$ cat src/rtl/core/pxc_pkg.sv
// shared types and constants for the polyline proximity check
// no dependencies; used by every module of the block
package pxc_pkg;

    localparam int CoordW  = 24;
    localparam int DiffW   = CoordW + 1;
    localparam int ProdW   = 2 * DiffW;
    localparam int DotW    = ProdW + 1;
    localparam int SqW     = ProdW;
    localparam int HalfW   = DiffW;
    localparam int MaxSqW  = 2 * CoordW;
    localparam int MHalfW  = CoordW;
    localparam int WideW   = 2 * SqW;
    localparam int ApbW    = 32;
    localparam int ApbAddrW = 2;

    localparam logic [CoordW-1:0] MAX_DIST_RESET = CoordW'(1000);
    localparam logic [MaxSqW-1:0] MAX_SQ_RESET   = MaxSqW'(1000000);

    typedef logic signed [CoordW-1:0] t_coord;
    typedef logic signed [DiffW-1:0]  t_diff;
    typedef logic signed [ProdW-1:0]  t_prod;

    typedef struct packed {
        logic  first;
        logic  last;
        t_diff dx;
        t_diff dy;
        t_diff wx;
        t_diff wy;
        t_diff ex;
        t_diff ey;
    } t_work;

    typedef struct packed {
        logic push;
        logic violation;
    } t_res;

    typedef enum logic [2:0] {
        BK_IDLE,
        BK_MUL1,
        BK_SUM,
        BK_MUL2,
        BK_ADD,
        BK_DONE
    } t_back_state;

    function automatic t_prod smul(input t_diff a, input t_diff b);
        t_prod ae;
        t_prod be;
        ae = ProdW'(a);
        be = ProdW'(b);
        return ae * be;
    endfunction

endpackage

$ cat src/rtl/core/pxc_front.sv
// front end: accepts path points and forms segment differences
// depends on pxc_pkg
module pxc_front
    import pxc_pkg::*;
(
    input  logic   i_clk,
    input  logic   i_rst_n,
    input  logic   i_push,
    input  logic   i_q_full,
    input  t_coord i_robot_x,
    input  t_coord i_robot_y,
    input  t_coord i_point_x,
    input  t_coord i_point_y,
    input  logic   i_first_point,
    input  logic   i_last_point,
    output logic   o_q_push,
    output t_work  o_q_data
);

    t_coord r_prev_x;
    t_coord r_prev_y;
    t_coord start_x;
    t_coord start_y;
    logic   single;

    assign o_q_push = i_push && !i_q_full;

    // a one-point path is a zero-length segment at that point
    assign single  = i_first_point && i_last_point;
    assign start_x = single ? i_point_x : r_prev_x;
    assign start_y = single ? i_point_y : r_prev_y;

    always_comb begin
        o_q_data.first = i_first_point;
        o_q_data.last  = i_last_point;
        o_q_data.dx    = DiffW'(i_point_x) - DiffW'(start_x);
        o_q_data.dy    = DiffW'(i_point_y) - DiffW'(start_y);
        o_q_data.wx    = DiffW'(i_robot_x) - DiffW'(start_x);
        o_q_data.wy    = DiffW'(i_robot_y) - DiffW'(start_y);
        o_q_data.ex    = DiffW'(i_robot_x) - DiffW'(i_point_x);
        o_q_data.ey    = DiffW'(i_robot_y) - DiffW'(i_point_y);
    end

    always_ff @(posedge i_clk) begin
        if (!i_rst_n) begin
            r_prev_x <= '0;
            r_prev_y <= '0;
        end else if (o_q_push) begin
            r_prev_x <= i_point_x;
            r_prev_y <= i_point_y;
        end
    end

endmodule

$ cat config.mk
export PLATFORM = sky130hd
export DESIGN_NAME = pxc_front
export DESIGN_NICKNAME = d
export VERILOG_FILES = /design/src/rtl/core/pxc_pkg.sv /design/src/rtl/core/pxc_front.sv
export SDC_FILE = /design/constraint.sdc
export NUM_CORES = 1
export LEC_CHECK = 0
export BUFFER_PORTS_ARGS = -buffer_cell sky130_fd_sc_hd__buf_4
export CORE_MARGIN = 8
export CORE_UTILIZATION = 49
export CTS_CLUSTER_SIZE = 16
export DETAILED_ROUTE_END_ITERATION = 10
export GPL_TIMING_DRIVEN = 1
export PLACE_DENSITY = 0.77
export SLEW_MARGIN = 5
export SYNTH_ARGS = -nofsm -noshare
export SYNTH_HDL_FRONTEND = slang
export SYNTH_SLANG_ARGS = --single-unit
$ cat constraint.sdc
create_clock -name i_clk -period 8.1 [get_ports i_clk]
set_input_delay 1.62 -clock i_clk [delete_from_list [all_inputs] [get_ports i_clk]]
set_output_delay 1.62 -clock i_clk [all_outputs]
set_load 0.02 [all_outputs]
Yosys cells after proc, flatten, opt, wreduce, memory -nomap -nowiden --
Cells that the tools add are included.
Word-level totals: output and inout bits 153, logic and storage cells 13, input port bits 102, register bits after elaboration 48
Operators by class: mux-type cells 2, add/sub/neg operators 6, reductions and logical operators 3
Operators with widths (number):
- 24-bit by 24-bit subtractor with 25-bit output | 6
- 24-bit two-way mux | 2
- 1-bit logical AND | 2
- 1-bit zero test | 1

Logic depth before layout (Yosys ltp) --
word-level depth 3, depth in mapped cells 25, mapped depth without buffers 17

Least setup slack after synthesis --
Ideal clock, no wire load.
path kind input port to output port, start in i_last_point, end out o_q_data[68] (netlist name), path slack -0.325 ns, data required time 6.480 ns, arrival 6.805 ns, stages on the path 23, path buffers 8, cell sequence buf_4 nand2_1 clkbuf_1 clkbuf_1 clkbuf_1 buf_1 clkbuf_1 buf_1 clkbuf_1 o21ai_0 ha_1 inv_1 ha_1 a31oi_1 a2111oi_0 a22oi_1 or3_1 a311oi_1 a2111oi_2 nor3b_2 maj3_1 a21oi_1 xnor2_1
RTL lines:
- start: declaration | line pxc_front.sv:15 | input logic i_last_point,
- end: declaration | line pxc_front.sv:17 | output t_work o_q_data

==> impl_summary.log <==
[metrics] run status: finished clean
[metrics] Tmin final: approximately 7.1 ns
[metrics] sort of element at the start of the critical path: primary input
[metrics] sink count of the clock tree: 48
[metrics] number of search-and-repair iterations in the first detailed-routing pass: 5
[metrics] tightest hold margin: 0.4620 ns
[metrics] standard cell area after detailed placement: 12450 um2
[metrics] first-iteration detailed-routing DRC count: 715
[metrics] delay of the slowest critical-path stage: 0.65 ns
[metrics] maximum number of pins on one net before global-route repair: 50
[metrics] final number of setup-violating endpoints: 0
[metrics] leading area contributor after synthesis: sky130_fd_sc_hd__ha_1
[metrics] post-synthesis sequential element count: 48
[metrics] Horiz. Die Dim: 161.5 um
[metrics] overall global routing resource usage: 0.2400
[metrics] initial core utilization: 0.4967
[metrics] top-area cell type share of the netlist area: 0.1013
[metrics] post-cts repair resize count: 0
[metrics] share of the clock period used by the worst path after layout: 0.8776
[metrics] remaining antenna violation count after routing: 0
[metrics] most common flop cell mapped by yosys: sky130_fd_sc_hd__dfxtp_1
[metrics] via density per instance: 5.704
[metrics] die height: approximately 160 um
[metrics] overall routed net length: roughly 33 mm
[metrics] via count: 11370
[metrics] Post-Synthesis Net Count: roughly 1700
[metrics] critical path data arrival time: roughly 5.5 ns
[metrics] series of cell instances along the critical path: buf_4 -> and2_4 -> mux2i_1 -> o22a_1 -> o311ai_1 -> a211oi_2 -> a2111oi_2 -> nor3_2 -> o31ai_1 -> a31oi_2 -> mux2i_1 -> or4_1 -> buf_4
[metrics] area enclosed by the die boundary: around 26000 um2
[metrics] top-level port count: ~260
[metrics] Leakage Power: approximately 5.6 nW
[metrics] CTS H-tree lvls: 2
[metrics] maximum clock rate: 0.1407 GHz
[metrics] input/output buffers: around 250
[metrics] setup repair after global routing missed its margin: no
[metrics] mapped cell area: 10370 um2
[metrics] clock insertion delay at the later pin of the skew report: just under 0.3 ns
[metrics] Peak supply drop: about 0.08 mV
[metrics] Final Instance Area: roughly 13000 um2
[metrics] max_slew headroom: 0.3022
[metrics] maximum net fanout on the critical path: 48
[metrics] number of violations of the max-capacitance limit: 0
[metrics] first-pass GRT wire length: 53.47 mm
[metrics] top-count cell post-synth: sky130_fd_sc_hd__nand2_1
[metrics] category of the worst setup path capture point: output port
[metrics] Cell Pwr Density: 134.1 nW/um2
[metrics] number of warnings issued by yosys: 0
[metrics] HPWL reported at the end of detailed placement: 27.12 mm
[metrics] hold crit path type: reg2reg
[metrics] number of nets in the finished design: ~1900
[metrics] dpl ws: between 0.9 and 1 ns
[metrics] filler instances: ~2000
[metrics] clock edge transition at the registers on the reported setup and hold paths: approximately 0.07 ns
[metrics] cell at the root of the clock tree: sky130_fd_sc_hd__clkbuf_16
[metrics] fraction of layout cells with a size suffix above 1: 0.1821
[metrics] async set-reset flop share out of synthesis: 0
[metrics] Final Total Pwr: 1.690 mW
[metrics] post-route clock skew: 0 ns
[metrics] synth top area cells: sky130_fd_sc_hd__ha_1 (10%), sky130_fd_sc_hd__dfxtp_1 (9.3%), sky130_fd_sc_hd__xnor2_1 (8.4%), sky130_fd_sc_hd__nand2_1 (7.9%), sky130_fd_sc_hd__a21boi_0 (4.4%)
[metrics] number of buffers on the longest clock path: 2
[metrics] initial antenna violation count: 0
[metrics] mean post-synth cell area: just under 7 um2
[metrics] slew of the pin with the lowest slew margin: between 1 and 1.5 ns
[metrics] number of buffers added to fix hold violations after cts: 0
[metrics] leading cell types by count after synthesis: sky130_fd_sc_hd__nand2_1 (217), sky130_fd_sc_hd__inv_1 (115), sky130_fd_sc_hd__nor2_1 (110)
[metrics] clock tree from TritonCTS: done
[metrics] post-CTS setup repair buffer count: 0
[metrics] leftover overflow at the end of global routing: 0
[metrics] antenna cell count: 0
[metrics] final RePlAce weighted congestion: ~0.93
[metrics] area overhead of the layout relative to synthesis: 21.45%
[metrics] Setup Total Neg Slack: 0 ns
[metrics] worst setup path category: in2out
[metrics] cell with the largest stage delay on the worst path: sky130_fd_sc_hd__and2_4
[metrics] final hold violations: 0
[metrics] number of global-route vias before repair: 10920
[metrics] setup slack after layout: 0.9913 ns
[metrics] number of flops mapped to enable cells by yosys: 0
[metrics] data required time at the worst endpoint: 6.48 ns
[metrics] clock buffers created by TritonCTS: 5
[metrics] Floorplan Core Area: ~21000 um2
[metrics] number of core rows: 53
[metrics] cells after synthesis: around 1500
[metrics] wire length per cell: between 15 and 20 um
[metrics] Netlist cell types: 87
[metrics] number of max-slew violations in the final report: 0
[metrics] DRC viols: 0
[metrics] Seq/Total Area, Yosys: 0.09262
[placed cells by master (no fill, tap or decap), types with 16 or more instances in the layout]
cell type	synthesis	layout
sky130_fd_sc_hd__buf_4	5	260
sky130_fd_sc_hd__nand2_1	217	216
sky130_fd_sc_hd__inv_1	115	115
sky130_fd_sc_hd__nor2_1	110	110
sky130_fd_sc_hd__xnor2_1	100	97
sky130_fd_sc_hd__o21ai_0	86	86
sky130_fd_sc_hd__a21oi_1	85	85
sky130_fd_sc_hd__ha_1	84	84
sky130_fd_sc_hd__a21boi_0	61	61
sky130_fd_sc_hd__dfxtp_1	48	48
sky130_fd_sc_hd__xor2_1	45	45
sky130_fd_sc_hd__maj3_1	40	40
sky130_fd_sc_hd__nand2b_1	39	38
sky130_fd_sc_hd__mux2i_1	35	35
sky130_fd_sc_hd__nor2b_1	32	32
sky130_fd_sc_hd__nand3_1	32	32
sky130_fd_sc_hd__a31oi_1	28	28
sky130_fd_sc_hd__a21o_1	24	24
sky130_fd_sc_hd__and3_1	17	17
sky130_fd_sc_hd__a211oi_1	16	16
[per-stage QoR]
stage / cells / util
6_report: 1994 / 0.6032
5_1_grt: 1994 / 0.6032
3_5_place_dp: 1986 / 0.5962
3_3_place_gp: 1986 / 0.5962
2_1_floorplan: 1501 / -
4_1_cts: 1994 / 0.6032
[state kept, by name, indices dropped and copies added (netlist names)]
register and flops:
r_prev_y 24, r_prev_x 24
[kinds of logic after synthesis]
logic type                 count (synthesis)  share of synthesized area
and+or+nand+nor                          532                     0.2420
AOI/OAI and AO/OA                        436                     0.2810
buffers and inverters                    165                    0.06524
xor gates and xnor gates                 145                     0.1224
adders and majority gates                131                     0.1492
DFF                                       48                    0.09262
muxes                                     44                    0.04752
[power breakdown]
group | internal, mW | switching [mW]
Combinational | 0.512 | 0.701
Sequential | 0.247 | 0.0120
Clock | 0.124 | 0.0943
Total | 0.882 | 0.808
[worst paths after layout]
kind | from | endpoint | slack, ns | depth (start not counted)
min | r_prev_x[18]$_SDFFE_PN0P_ | r_prev_x[18]$_SDFFE_PN0P_ | 0.46 | 2
min reg2reg | r_prev_x[18]$_SDFFE_PN0P_ | r_prev_x[18]$_SDFFE_PN0P_ | 0.46 | 2
max reg2reg | r_prev_x[11]$_SDFFE_PN0P_ | r_prev_x[11]$_SDFFE_PN0P_ | 7.32 | 2
max | i_first_point | o_q_data[96] | 0.99 | 13
[final cells by class]
class	count	area [um2]	share of cell area
Clock buffer	8	146.4	0.01162
Timing Repair Buffer	260	1952	0.1549
Inverter	115	431.7	0.03426
Tap cell	275	344.1	0.02731
Multi-Input combinational cell	1288	8766	0.6957
Sequential cell	48	960.9	0.07626
[critical path: cells and delay by family]
| kind | cells | cell delay, ns |
|---|---|---|
| compound gates | 6 | 1.77 |
| simple gates | 3 | 1.29 |
| mux | 2 | 0.41 |
| buf+inv | 2 | 0.37 |
[routing by layer]
layer / track usage / routed length [um]
met4: 0.05850 / 572
met1: 0.2947 / 14530
met5: 0 / 0
met2: 0.4337 / 16110
met3: 0.03054 / 1637
Power figures use the tool's default switching activity.
