===== src/rtl/core/pxc_pkg.sv =====
// shared types and constants for the polyline proximity check
// no dependencies; used by every module of the block
package pxc_pkg;

    localparam int CoordW  = 24;
    localparam int DiffW   = CoordW + 1;
    localparam int ProdW   = 2 * DiffW;
    localparam int DotW    = ProdW + 1;
    localparam int SqW     = ProdW;
    localparam int HalfW   = DiffW;
    localparam int MaxSqW  = 2 * CoordW;
    localparam int MHalfW  = CoordW;
    localparam int WideW   = 2 * SqW;
    localparam int ApbW    = 32;
    localparam int ApbAddrW = 2;

    localparam logic [CoordW-1:0] MAX_DIST_RESET = CoordW'(1000);
    localparam logic [MaxSqW-1:0] MAX_SQ_RESET   = MaxSqW'(1000000);

    typedef logic signed [CoordW-1:0] t_coord;
    typedef logic signed [DiffW-1:0]  t_diff;
    typedef logic signed [ProdW-1:0]  t_prod;

    typedef struct packed {
        logic  first;
        logic  last;
        t_diff dx;
        t_diff dy;
        t_diff wx;
        t_diff wy;
        t_diff ex;
        t_diff ey;
    } t_work;

    typedef struct packed {
        logic push;
        logic violation;
    } t_res;

    typedef enum logic [2:0] {
        BK_IDLE,
        BK_MUL1,
        BK_SUM,
        BK_MUL2,
        BK_ADD,
        BK_DONE
    } t_back_state;

    function automatic t_prod smul(input t_diff a, input t_diff b);
        t_prod ae;
        t_prod be;
        ae = ProdW'(a);
        be = ProdW'(b);
        return ae * be;
    endfunction

endpackage


===== src/rtl/core/pxc_queue.sv =====
// short queue of classified work between front and back end
// depends on pxc_pkg
module pxc_queue
    import pxc_pkg::*;
#(
    parameter int DEPTH = 4
) (
    input  logic  i_clk,
    input  logic  i_rst_n,
    input  logic  i_push,
    input  t_work i_data,
    output logic  o_full,
    input  logic  i_pop,
    output t_work o_data,
    output logic  o_empty
);

    localparam int PtrW = $clog2(DEPTH);
    localparam int CntW = $clog2(DEPTH + 1);
    localparam logic [PtrW-1:0] LastPtr = PtrW'(DEPTH - 1);
    localparam logic [CntW-1:0] FullCnt = CntW'(DEPTH);

    t_work           r_mem [DEPTH];
    logic [PtrW-1:0] r_wr_ptr;
    logic [PtrW-1:0] r_rd_ptr;
    logic [CntW-1:0] r_count;
    logic            do_push;
    logic            do_pop;

    assign o_full  = (r_count == FullCnt);
    assign o_empty = (r_count == '0);
    assign do_push = i_push && !o_full;
    assign do_pop  = i_pop && !o_empty;
    assign o_data  = r_mem[r_rd_ptr];

    always_ff @(posedge i_clk) begin
        if (do_push) begin
            r_mem[r_wr_ptr] <= i_data;
        end
    end

    always_ff @(posedge i_clk) begin
        if (!i_rst_n) begin
            r_wr_ptr <= '0;
            r_rd_ptr <= '0;
            r_count  <= '0;
        end else begin
            if (do_push) begin
                r_wr_ptr <= (r_wr_ptr == LastPtr) ? '0 : r_wr_ptr + 1'b1;
            end
            if (do_pop) begin
                r_rd_ptr <= (r_rd_ptr == LastPtr) ? '0 : r_rd_ptr + 1'b1;
            end
            if (do_push && !do_pop) begin
                r_count <= r_count + 1'b1;
            end else if (do_pop && !do_push) begin
                r_count <= r_count - 1'b1;
            end
        end
    end

endmodule


===== config.mk =====
export PLATFORM = sky130hd
export DESIGN_NAME = pxc_queue
export DESIGN_NICKNAME = d
export VERILOG_FILES = /design/src/rtl/core/pxc_pkg.sv /design/src/rtl/core/pxc_queue.sv
export SDC_FILE = /design/constraint.sdc
export NUM_CORES = 1
export LEC_CHECK = 0
export BUFFER_PORTS_ARGS = -buffer_cell sky130_fd_sc_hd__buf_2
export CAP_MARGIN = 20
export CORE_ASPECT_RATIO = 1.1
export CORE_MARGIN = 2
export CORE_UTILIZATION = 41
export CTS_CLUSTER_SIZE = 16
export DETAILED_ROUTE_END_ITERATION = 7
export GPL_ROUTABILITY_DRIVEN = 0
export HOLD_SLACK_MARGIN = 0.06
export PLACE_DENSITY = 0.65
export SLEW_MARGIN = 30
export SYNTH_ARGS = -nofsm -noshare
export SYNTH_HDL_FRONTEND = slang
export SYNTH_SLANG_ARGS = --single-unit

===== constraint.sdc =====
create_clock -name i_clk -period 6.2 [get_ports i_clk]
set_input_delay 0.31 -clock i_clk [delete_from_list [all_inputs] [get_ports i_clk]]
set_output_delay 0.31 -clock i_clk [all_outputs]
set_load 0.01 [all_outputs]

### Word level (Yosys, flattened, before mapping)

Memories as Yosys holds them, arrays and structs flattened. A register that Yosys moved wholly into a read port is not among the register bits.
Cells that the tools add are included.

| storage, ports and cells | value |
|---|---|
| bits in registers | 7 |
| bits in latches | 0 |
| RAM bits | 608 |
| bits in read-only memories | 0 |
| input bits | 156 |
| output and inout bits | 154 |
| word-level logic and storage cells | 29 |
| memories | 1 |

| operators by class | value |
|---|---|
| add/sub/neg operators | 4 |
| multipliers | 0 |
| div/mod/pow operators | 0 |
| magnitude comparators | 0 |
| equality and inequality tests | 3 |
| shift operators | 0 |
| mux-type cells | 8 |
| bitwise gates (word level) | 0 |
| reductions and logical operators | 10 |

Memory list:

| memory | depth | width | read ports | clocked after memory_dff | wr ports | RTL line | RTL |
|---|---|---|---|---|---|---|---|
| r_mem | 4 | 152 | 1 | 1 | 1 | pxc_queue.sv:23 | `t_work r_mem [DEPTH];` |

Operators by type and width:

| cell | number |
|---|---|
| 2-bit 2-to-1 mux | 4 |
| 3-bit 2-to-1 mux | 2 |
| 2-bit by 1-bit adder with 2-bit output, second input constant | 2 |
| 2-bit equality test, second input constant | 2 |
| 1-bit logical AND | 4 |
| 1-bit zero test | 4 |
| 3-bit by 1-bit adder with 3-bit output, second input constant | 1 |
| 3-bit equality test, second input constant | 1 |
| 3-bit zero test | 1 |
| 3-bit by 1-bit subtractor with 3-bit output, second input constant | 1 |
| 1-bit 2-to-1 mux | 2 |
| 2-bit nonzero test | 1 |

### Logic depth before layout (Yosys ltp)

Gate-level depths: netlist of run 1.

| depth | value |
|---|---|
| depth in word-level cells | 7 |
| depth in mapped cells | 9 |
| mapped depth without buffers | 8 |

### Least setup slack after synthesis of run 1

Ideal clock, no wire load.

| path | value |
|---|---|
| kind | flip-flop to flip-flop |
| start | reg r_count[0] |
| end | mem r_mem[1][0] (netlist bit) (enable) |
| data arrival time | 4.393 ns |
| data required time | 5.670 ns |
| setup slack | 1.277 ns |
| stages on the path, launching flop included | 5 |
| path through | dfxtp_1 > nor3b_1 > nor2b_1 > clkbuf_1 > and2_1 |

| on the way | value |
|---|---|
| longest elaborated chain between the ends | 5 |

Ends and longest elaborated chain:

| what | RTL line | RTL |
|---|---|---|
| start: declaration | pxc_queue.sv:26 | `logic [CntW-1:0] r_count;` |
| start signal: assignment | pxc_queue.sv:55 | `r_count <= r_count + 1'b1;` |
| start signal: assignment | pxc_queue.sv:57 | `r_count <= r_count - 1'b1;` |
| 3-bit equality test | pxc_queue.sv:30 | `assign o_full = (r_count == FullCnt);` |
| net o_full | pxc_queue.sv:12 | `output logic o_full,` |
| 1-bit zero test | pxc_queue.sv:32 | `assign do_push = i_push && !o_full;` |
| 1-bit logical AND | pxc_queue.sv:32 |  |
| net do_push | pxc_queue.sv:27 | `logic do_push;` |
| 1-bit 2-to-1 mux | pxc_queue.sv:37 | `if (do_push) begin` |
| 1-bit 2-to-1 mux (implied by the code) | pxc_queue.sv:38 | `r_mem[r_wr_ptr] <= i_data;` |
| end: declaration | pxc_queue.sv:23 |  |

The timed path passes the listed nets, and every way through them passes these cells.

==> summary by stage, run 1 <==
Run status
The flow ran to the end, and the final reports show no timing, DRC or antenna violations.

Clocking
CTS saw between 600 and 700 sinks. The count of H-tree levels built during CTS is 3. The clock tree from TritonCTS is built. The maximum buffer depth of the clock tree is 3.

The total CTS buffers is 67. The source-to-sink clock delay at the later pin of the worst-skew pair is between 500 and 600 ps. The clock transition at the register clock pins on the worst setup and hold paths after CTS is ~50 ps. The clock tree root driver cell is sky130_fd_sc_hd__clkbuf_16.

Yosys
The number of nets produced by synthesis is between 1k and 1.5k. The cell count after synthesis came out at between 800 and 900. The commonest cells after synthesis are 608 x sky130_fd_sc_hd__edfxtp_1, 152 x sky130_fd_sc_hd__mux4_2, 17 x sky130_fd_sc_hd__buf_2. Yosys attributes the largest share of cell area to sky130_fd_sc_hd__edfxtp_1 82%, sky130_fd_sc_hd__mux4_2 15%, sky130_fd_sc_hd__dfxtp_1 0.81%. The synthesized design spends more area on one cell type than any other, namely sky130_fd_sc_hd__edfxtp_1. The synthesized netlist contains 23 unique library cells. The area share of the largest cell type after synthesis is 0.8158. The number of enable flip-flop cells after synthesis is about 610. Of all flip-flops after synthesis, the portion carrying an async set or reset was 0.

The synthesized area is between 20000 and 25000 um^2. For this run, the register share of the synthesized area comes to 0.8239. The most used standard cell by instance count after synthesis is sky130_fd_sc_hd__edfxtp_1. For this run, the number of Yosys warnings is 0. The register bit count reported by yosys is ~620. The most common flop cell mapped by yosys is sky130_fd_sc_hd__edfxtp_1. The average cell area after synthesis is 26.48 um^2.

Drt
Dividing the detail-routed wire length by the instance count gives roughly 21 um. The vias per cell is 4.963. The detail route stage leaves a number of antenna-violating nets equal to 0. Before antenna repair, the detailed router went through 4 iterations. The total wirelength of the detailed-routed design is 45360 um. Summing over every cut layer, the via total after detailed routing is ~11k. The count of unresolved DRC violations after routing is 0. The DRC violation total after the first TritonRoute iteration is about 690.

Timing
The count of endpoints failing setup in the final report is 0. At the pin with the least slew margin, the transition time is 912.8 ps. For the finished layout, the period the worst path requires is 3114 ps. Setup repair after global routing left no endpoint under its margin. The max-slew violation count is 0. The final hold violation count came to 0. The highest attainable clock frequency is 321.1 MHz. Clock skew on the completed layout was measured at 19.57 ps. Of the available clock period, the critical path in the final layout requires 0.5023. The total negative setup slack is 0 ps. In this run the tightest slew margin relative to its limit is 0.3915.

Worst hold path
The path class of the lowest-slack min-delay path is primary input to flop. Counting instances, the worst hold path has a depth of 3. The startpoint of the lowest-slack hold path is i_pop.

Global route
The global routing stage identified its most utilized layer as met2. The global routing usage on met2 is 0.2720. Entering global routing, the biggest net connects between 80 and 90 pins. The via count of the first global-routing pass is roughly 12k. In the global route stage, met1 resource usage came out at 0.1999.

The aggregate global routing overflow is 0. The number of antenna violations at the first check in global routing is 4. The global-route wire length before repair is between 60000 and 70000 um. For met3 alone, demand over resource in global routing was 0.05390. The overall global routing resource usage is 0.1632.

Pwr
Power comes to between 0.01 and 0.015 W. The worst vdd rail ir drop is ~0.3 mV. In this run the static leakage power is between 9 and 10 nW. The power per cell area is ~410 nW/um^2.

Setup path
STA puts the critical path data required time at 5890 ps. At the worst endpoint, the arrival time is roughly 2800 ps. The reg-to-reg critical path startpoint is r_count[0].

The slowest stage of the critical path is the sky130_fd_sc_hd__buf_4 cell. The worst-path maximum fanout is 54. For flop-to-flop paths, the worst setup slack is around 3200 ps. Measured in cells, the most critical reg-to-reg path has a length of 4. On the worst path, the slowest cell contributes a delay of approximately 800 ps. The startpoint class of the critical path is a flop. Walking the worst path, the cells encountered are buf_4 -> mux4_2 -> buf_2. The class of the most critical setup path is flop to output pin.

The worst register-to-register path ends at r_mem[1][145]. The nature of the critical path endpoint is an output pin.

Final layout
The final cell count without fillers is about 2.1k. The growth of design area from synthesis to finish is 27.38%. For this run, the share of the core covered by cells in the final layout is 0.5300. For this run, the post-layout net count is around 1.5k. The total of fill cells in the finished design is approximately 4k.

The final design instance area without fill is 28510 um^2. In the final layout, the share of cells above drive strength 1 is 0.4121.

Floorplan
The placement row count is 89. For this configuration, the core starts out at a cell density of 0.4161. The vertical extent of the die is approximately 250 um. In this run the count of I/O pins placed on the die edge is 310. The region available for standard cell placement spans around 54000 um^2.

The floorplan step defined a die boundary enclosing between 50000 and 60000 um^2. From left edge to right edge, the die measures around 230 um.

Place
Summing all placed instances gives a cell area of approximately 25000 um^2. The HPWL after detailed placement is ~26000 um. During placement, the flow inserted port buffers numbering 309.

The cell count after placement is around 1.9k.

Run
The count of max-cap constraint violations is 0.
-- flip-flops by register name, summed over array words and instances, names as in the netlist, named ones only --
| register | count |
|---|---|
| r_wr_ptr | 2 |
| r_mem | 608 |
| r_rd_ptr | 2 |
| r_count | 3 |
-- routing by layer --
metal	wire (um)	vias up
li1	-	4689
met1	18070	5507
met2	22690	314
met3	3614	74
met4	951	6
met5	36	-
-- how the worst max path moves through the flow --
stage | slack [ps] | endpoint | from | cells past startpoint
3_5_place_dp | 3130 | r_mem[1][145] | r_count[0] | 4
3_3_place_gp | 3220 | r_mem[0][50] | r_count[0] | 4
5_1_grt | 2950 | r_mem[1][109] | r_count[0] | 4
6_report | 3090 | o_data[66] | flop | 3
2_1_floorplan | 1280 | r_mem[1][0] | r_count[0] | 4
4_1_cts | 2640 | o_data[17] | flop | 3
-- cell type report --
| class | instances | area, um^2 | share of cell area |
|---|---|---|---|
| Antenna cell | 1 | 2.502 | 0.00008778 |
| Multi-Input combinational cell | 189 | 3709 | 0.1301 |
| Timing Repair Buffer | 477 | 3252 | 0.1141 |
| Inverter | 3 | 11.26 | 0.0003950 |
| Clock inverter | 39 | 366.6 | 0.01286 |
| Tap cell | 728 | 910.9 | 0.03195 |
| Clock buffer | 80 | 1810 | 0.06351 |
| Sequential cell | 617 | 18450 | 0.6470 |
-- worst max-delay path: cells and delay by family, from the launching register on --
kind     cells  cell delay [ps]
mux          1              440
flops        1              720
buf+inv      2              960
-- cell usage in the layout (no fill, tap or decap), drive strengths merged, types with 9 or more instances in the layout --
cell | Yosys | final
mux4 | 152 | 152
clkinv | 0 | 25
dfxtp | 9 | 9
buf | 27 | 324
dlygate4sd3 | 0 | 153
clkbuf | 9 | 80
inv | 3 | 9
edfxtp | 608 | 608
-- where the power goes --
| group | internal (W) | switching [W] |
|---|---|---|
| clock network | 0.00234 | 0.00157 |
| logic | 0.00116 | 0.00127 |
| registers | 0.00508 | 0.000144 |
-- cells by family after synthesis --
| kind of cell | synth area share |
|---|---|
| xor gates and xnor gates | 0.0007829 |
| and+or+nand+nor | 0.004585 |
| muxes | 0.1543 |
| adders and majority gates | 0.004249 |
| DFF | 0.8239 |
| buffers and inverters | 0.01085 |
| AOI/OAI and AO/OA | 0.001342 |
-- through the flow --
step                      hold slack [ps]  setup slack [ps]
after floorplan                     408.9              1277
after global placement              483.0              3223
after detailed placement            499.0              3134
after CTS                           134.8              2643
after global routing                199.6              2949
final                               174.1              3086
-- timing repair --
action,CTS,global route
setup buffers,0,0
hold buffers,153,0
endpoints found under the hold margin,614,0
resized for setup,0,0
(Power assumes the default switching activity.)
==> run 2, diff against run 1 <==
PLACE_DENSITY = 0.68   (was 0.65)
clock period = 2.6 ns   (was 6.2 ns; I/O delays follow)
==> summary by stage, run 2 (same netlist as run 1, synthesis figures left out) <==
Floorplan
The horizontal die dimension was 226.8 um (unchanged). The vertical extent of the die is 249.0 um (unchanged). The placement row count is 89 (unchanged).

The total I/O pin count was 310 (unchanged). The area of the die is 56470 um^2 (unchanged). The initial cell density of the core came to 0.4161 (unchanged). The area of the core is 53790 um^2 (unchanged).

Drt
The via count is 10.72k (+1.2%). The remaining antenna violation count after routing is 0 (unchanged). The iteration count of the initial detailed-routing pass is 5 (+1).

The count of unresolved DRC violations after routing came to 0 (unchanged). The total wirelength of the detailed-routed design is 44540 um (-1.8%). The DRC violation total after the first TritonRoute iteration is 702 (+2.3%). The vias per cell is 4.977 (+0.29%). The detail-routed net length per standard cell is 20.69 um (-2.7%).

Pwr
The total leakage power was 9.594 nW (-0.10%). The power per cell area is 929.2 nW/um^2 (+130%). The worst vdd rail ir drop was 0.6030 mV (+100%).

Final layout
The most common cell after layout, fill and taps aside is sky130_fd_sc_hd__edfxtp_1. The total of fill cells in the finished design was 4084 (-0.17%). The register with the most flip-flops in the final layout is r_mem. The growth of design area from synthesis to finish came to 27.47% (about the same). The flip-flop count of the largest register after layout was 608 (unchanged). The final net count is 1536 (+1.2%). The share of final-layout standard cells stronger than drive strength 1 is 0.4167 (+0.004626).

The largest registers in the layout are r_mem (608), r_count (3). In the layout the commonest cells are 608 x sky130_fd_sc_hd__edfxtp_1, 309 x sky130_fd_sc_hd__buf_2, 154 x sky130_fd_sc_hd__dlygate4sd3_1, 152 x sky130_fd_sc_hd__mux4_2, 58 x sky130_fd_sc_hd__clkbuf_16.

Setup path
The required time at the endpoint of the critical path is 2470 ps (-3420 ps). The number of buffers and inverters on the critical path is 3 (+1). The worst setup path is launched from a flop. The worst endpoint data arrival time is 2290 ps (-510 ps). The critical path is of the flop to output pin type. The reg-to-reg critical path startpoint is r_count[1]. The signal on the critical path passes through buf_12 -> buf_4 -> mux4_2 -> buf_2. The nature of the critical path endpoint is an output pin. The worst-path maximum fanout is 32 (-41%). The critical path's largest stage delay is 530 ps (-270 ps).

The cell type group with the largest total delay on the critical path is buffers and inverters. The slowest library cell on the worst path is sky130_fd_sc_hd__mux4_2.

Worst hold path
The path class of the lowest-slack min-delay path is primary input to flop. The startpoint of the lowest-slack hold path is i_push.

Run
The count of max-cap constraint violations was 0 (unchanged).

Place
The pre-CTS setup slack is 368.1 ps (-2766 ps). The half-perimeter wire length of the detailed placement result was 27610 um (+8.0%). The total of buffers placed on input and output ports was 309 (unchanged).

Clocking
The number of buffers inserted by post-CTS setup repair is 0 (unchanged). The maximum buffer depth of the clock tree is 3 (unchanged). The root buffer cell chosen for the clock tree is sky130_fd_sc_hd__clkbuf_16. The total CTS buffers was 58 (-13%). The clock transition at the register clock pins on the worst setup and hold paths after CTS is 60 ps (about the same). The source-to-sink clock delay at the later pin of the worst-skew pair is 610 ps (+20 ps). The quantity of gates resized following cts is 0 (unchanged).

The count of H-tree levels built during CTS is 2 (-1). The total clock sinks is 617 (unchanged). TritonCTS built the clock tree.

Global route
The aggregate global routing overflow is 0 (unchanged). The maximum number of pins on one net before global-route repair is 66 (-20%). The via count of the first global-routing pass is 11.81k (-0.40%). The number of antenna violations at the first check in global routing was 5 (+1).

The overall global routing resource usage is 0.1593 (-0.003957). The global-route wire length before repair is 68190 um (-0.69%).

Timing
The final clock skew is 22.37 ps (+2.801 ps). The worst path in the final design needs a cycle of 2416 ps, including I/O delays and setup. The count of endpoints failing setup in the final report is 0 (unchanged).

The final hold violation count was 0 (unchanged). The max-slew violation count came to 0 (unchanged). The total negative setup slack came to 0 ps (unchanged). Timing would allow up to between 400 and 500 MHz. The portion of the clock cycle consumed by the worst path in the final layout is 0.9292.

The slew at the pin closest to its max-slew limit is 491.6 ps (-421.1 ps). The final critical-path setup slack was 184.0 ps (-2902 ps). Setup repair after global routing left no endpoint under its margin. The worst hold slack is 145.4 ps (-28.75 ps). The worst-case headroom to the max-slew limit is 0.6722 (+0.2808).

Run status
The flow ran to the end, and the final reports show no timing, DRC or antenna violations.
run 2: path summary, 6_finish.rpt:
check	slack (ps)	to	depth (start not counted)
min	150	r_wr_ptr[1]	4
min reg2reg	510	r_wr_ptr[1]	2
max	180	o_data[34]	4
max reg2reg	370	r_count[2]	7
run 2: stage by stage:
stage,util,total power [W],instances,instance area (um^2)
floorplan,-,0.01624,845,22380
global placement,0.4676,0.01852,1888,25150
detailed placement,0.4676,0.01863,1888,25150
CTS,0.5304,0.02694,2152,28530
global route,0.5304,0.02767,2153,28530
finish,0.5304,0.02651,2153,28530
run 2: power breakdown:
part,leakage [nW],internal (W),switching [W]
registers,5.65,0.0121,0.000285
logic,3.07,0.00294,0.00311
clock network,0.879,0.00453,0.00354
run 2: layout make-up:
type	instances	area (um^2)	area share
diodes	2	5.005	0.0001754
clock buffers	71	1500	0.05259
clock inverters	39	336.6	0.01180
inverters	3	11.26	0.0003948
multi-input cells	189	3709	0.1300
flip-flops and latches	617	18450	0.6466
well taps	728	910.9	0.03193
repair buffers	504	3608	0.1265
run 2: per-layer routing:
metal | vias to the layer above | GRT usage | routed length [um]
li1 | 4718 | - | -
met1 | 5588 | 0.2007 | 17730
met2 | 328 | 0.2664 | 22410
met3 | 75 | 0.04907 | 3486
met4 | 6 | 0.04436 | 871
met5 | - | 0 | 44
run 2: what timing repair did:
| action | CTS | global route |
|---|---|---|
| endpoints found under the hold margin | 617 | 0 |
| setup endpoints to repair | 0 | 2 |
| hold buffers | 154 | 0 |
run 2: tightest hold or removal path, stage by stage:
cell and delay, ps:
sky130_fd_sc_hd__buf_2 110, sky130_fd_sc_hd__nor2b_1 160, sky130_fd_sc_hd__buf_4 170, sky130_fd_sc_hd__mux2i_1 110
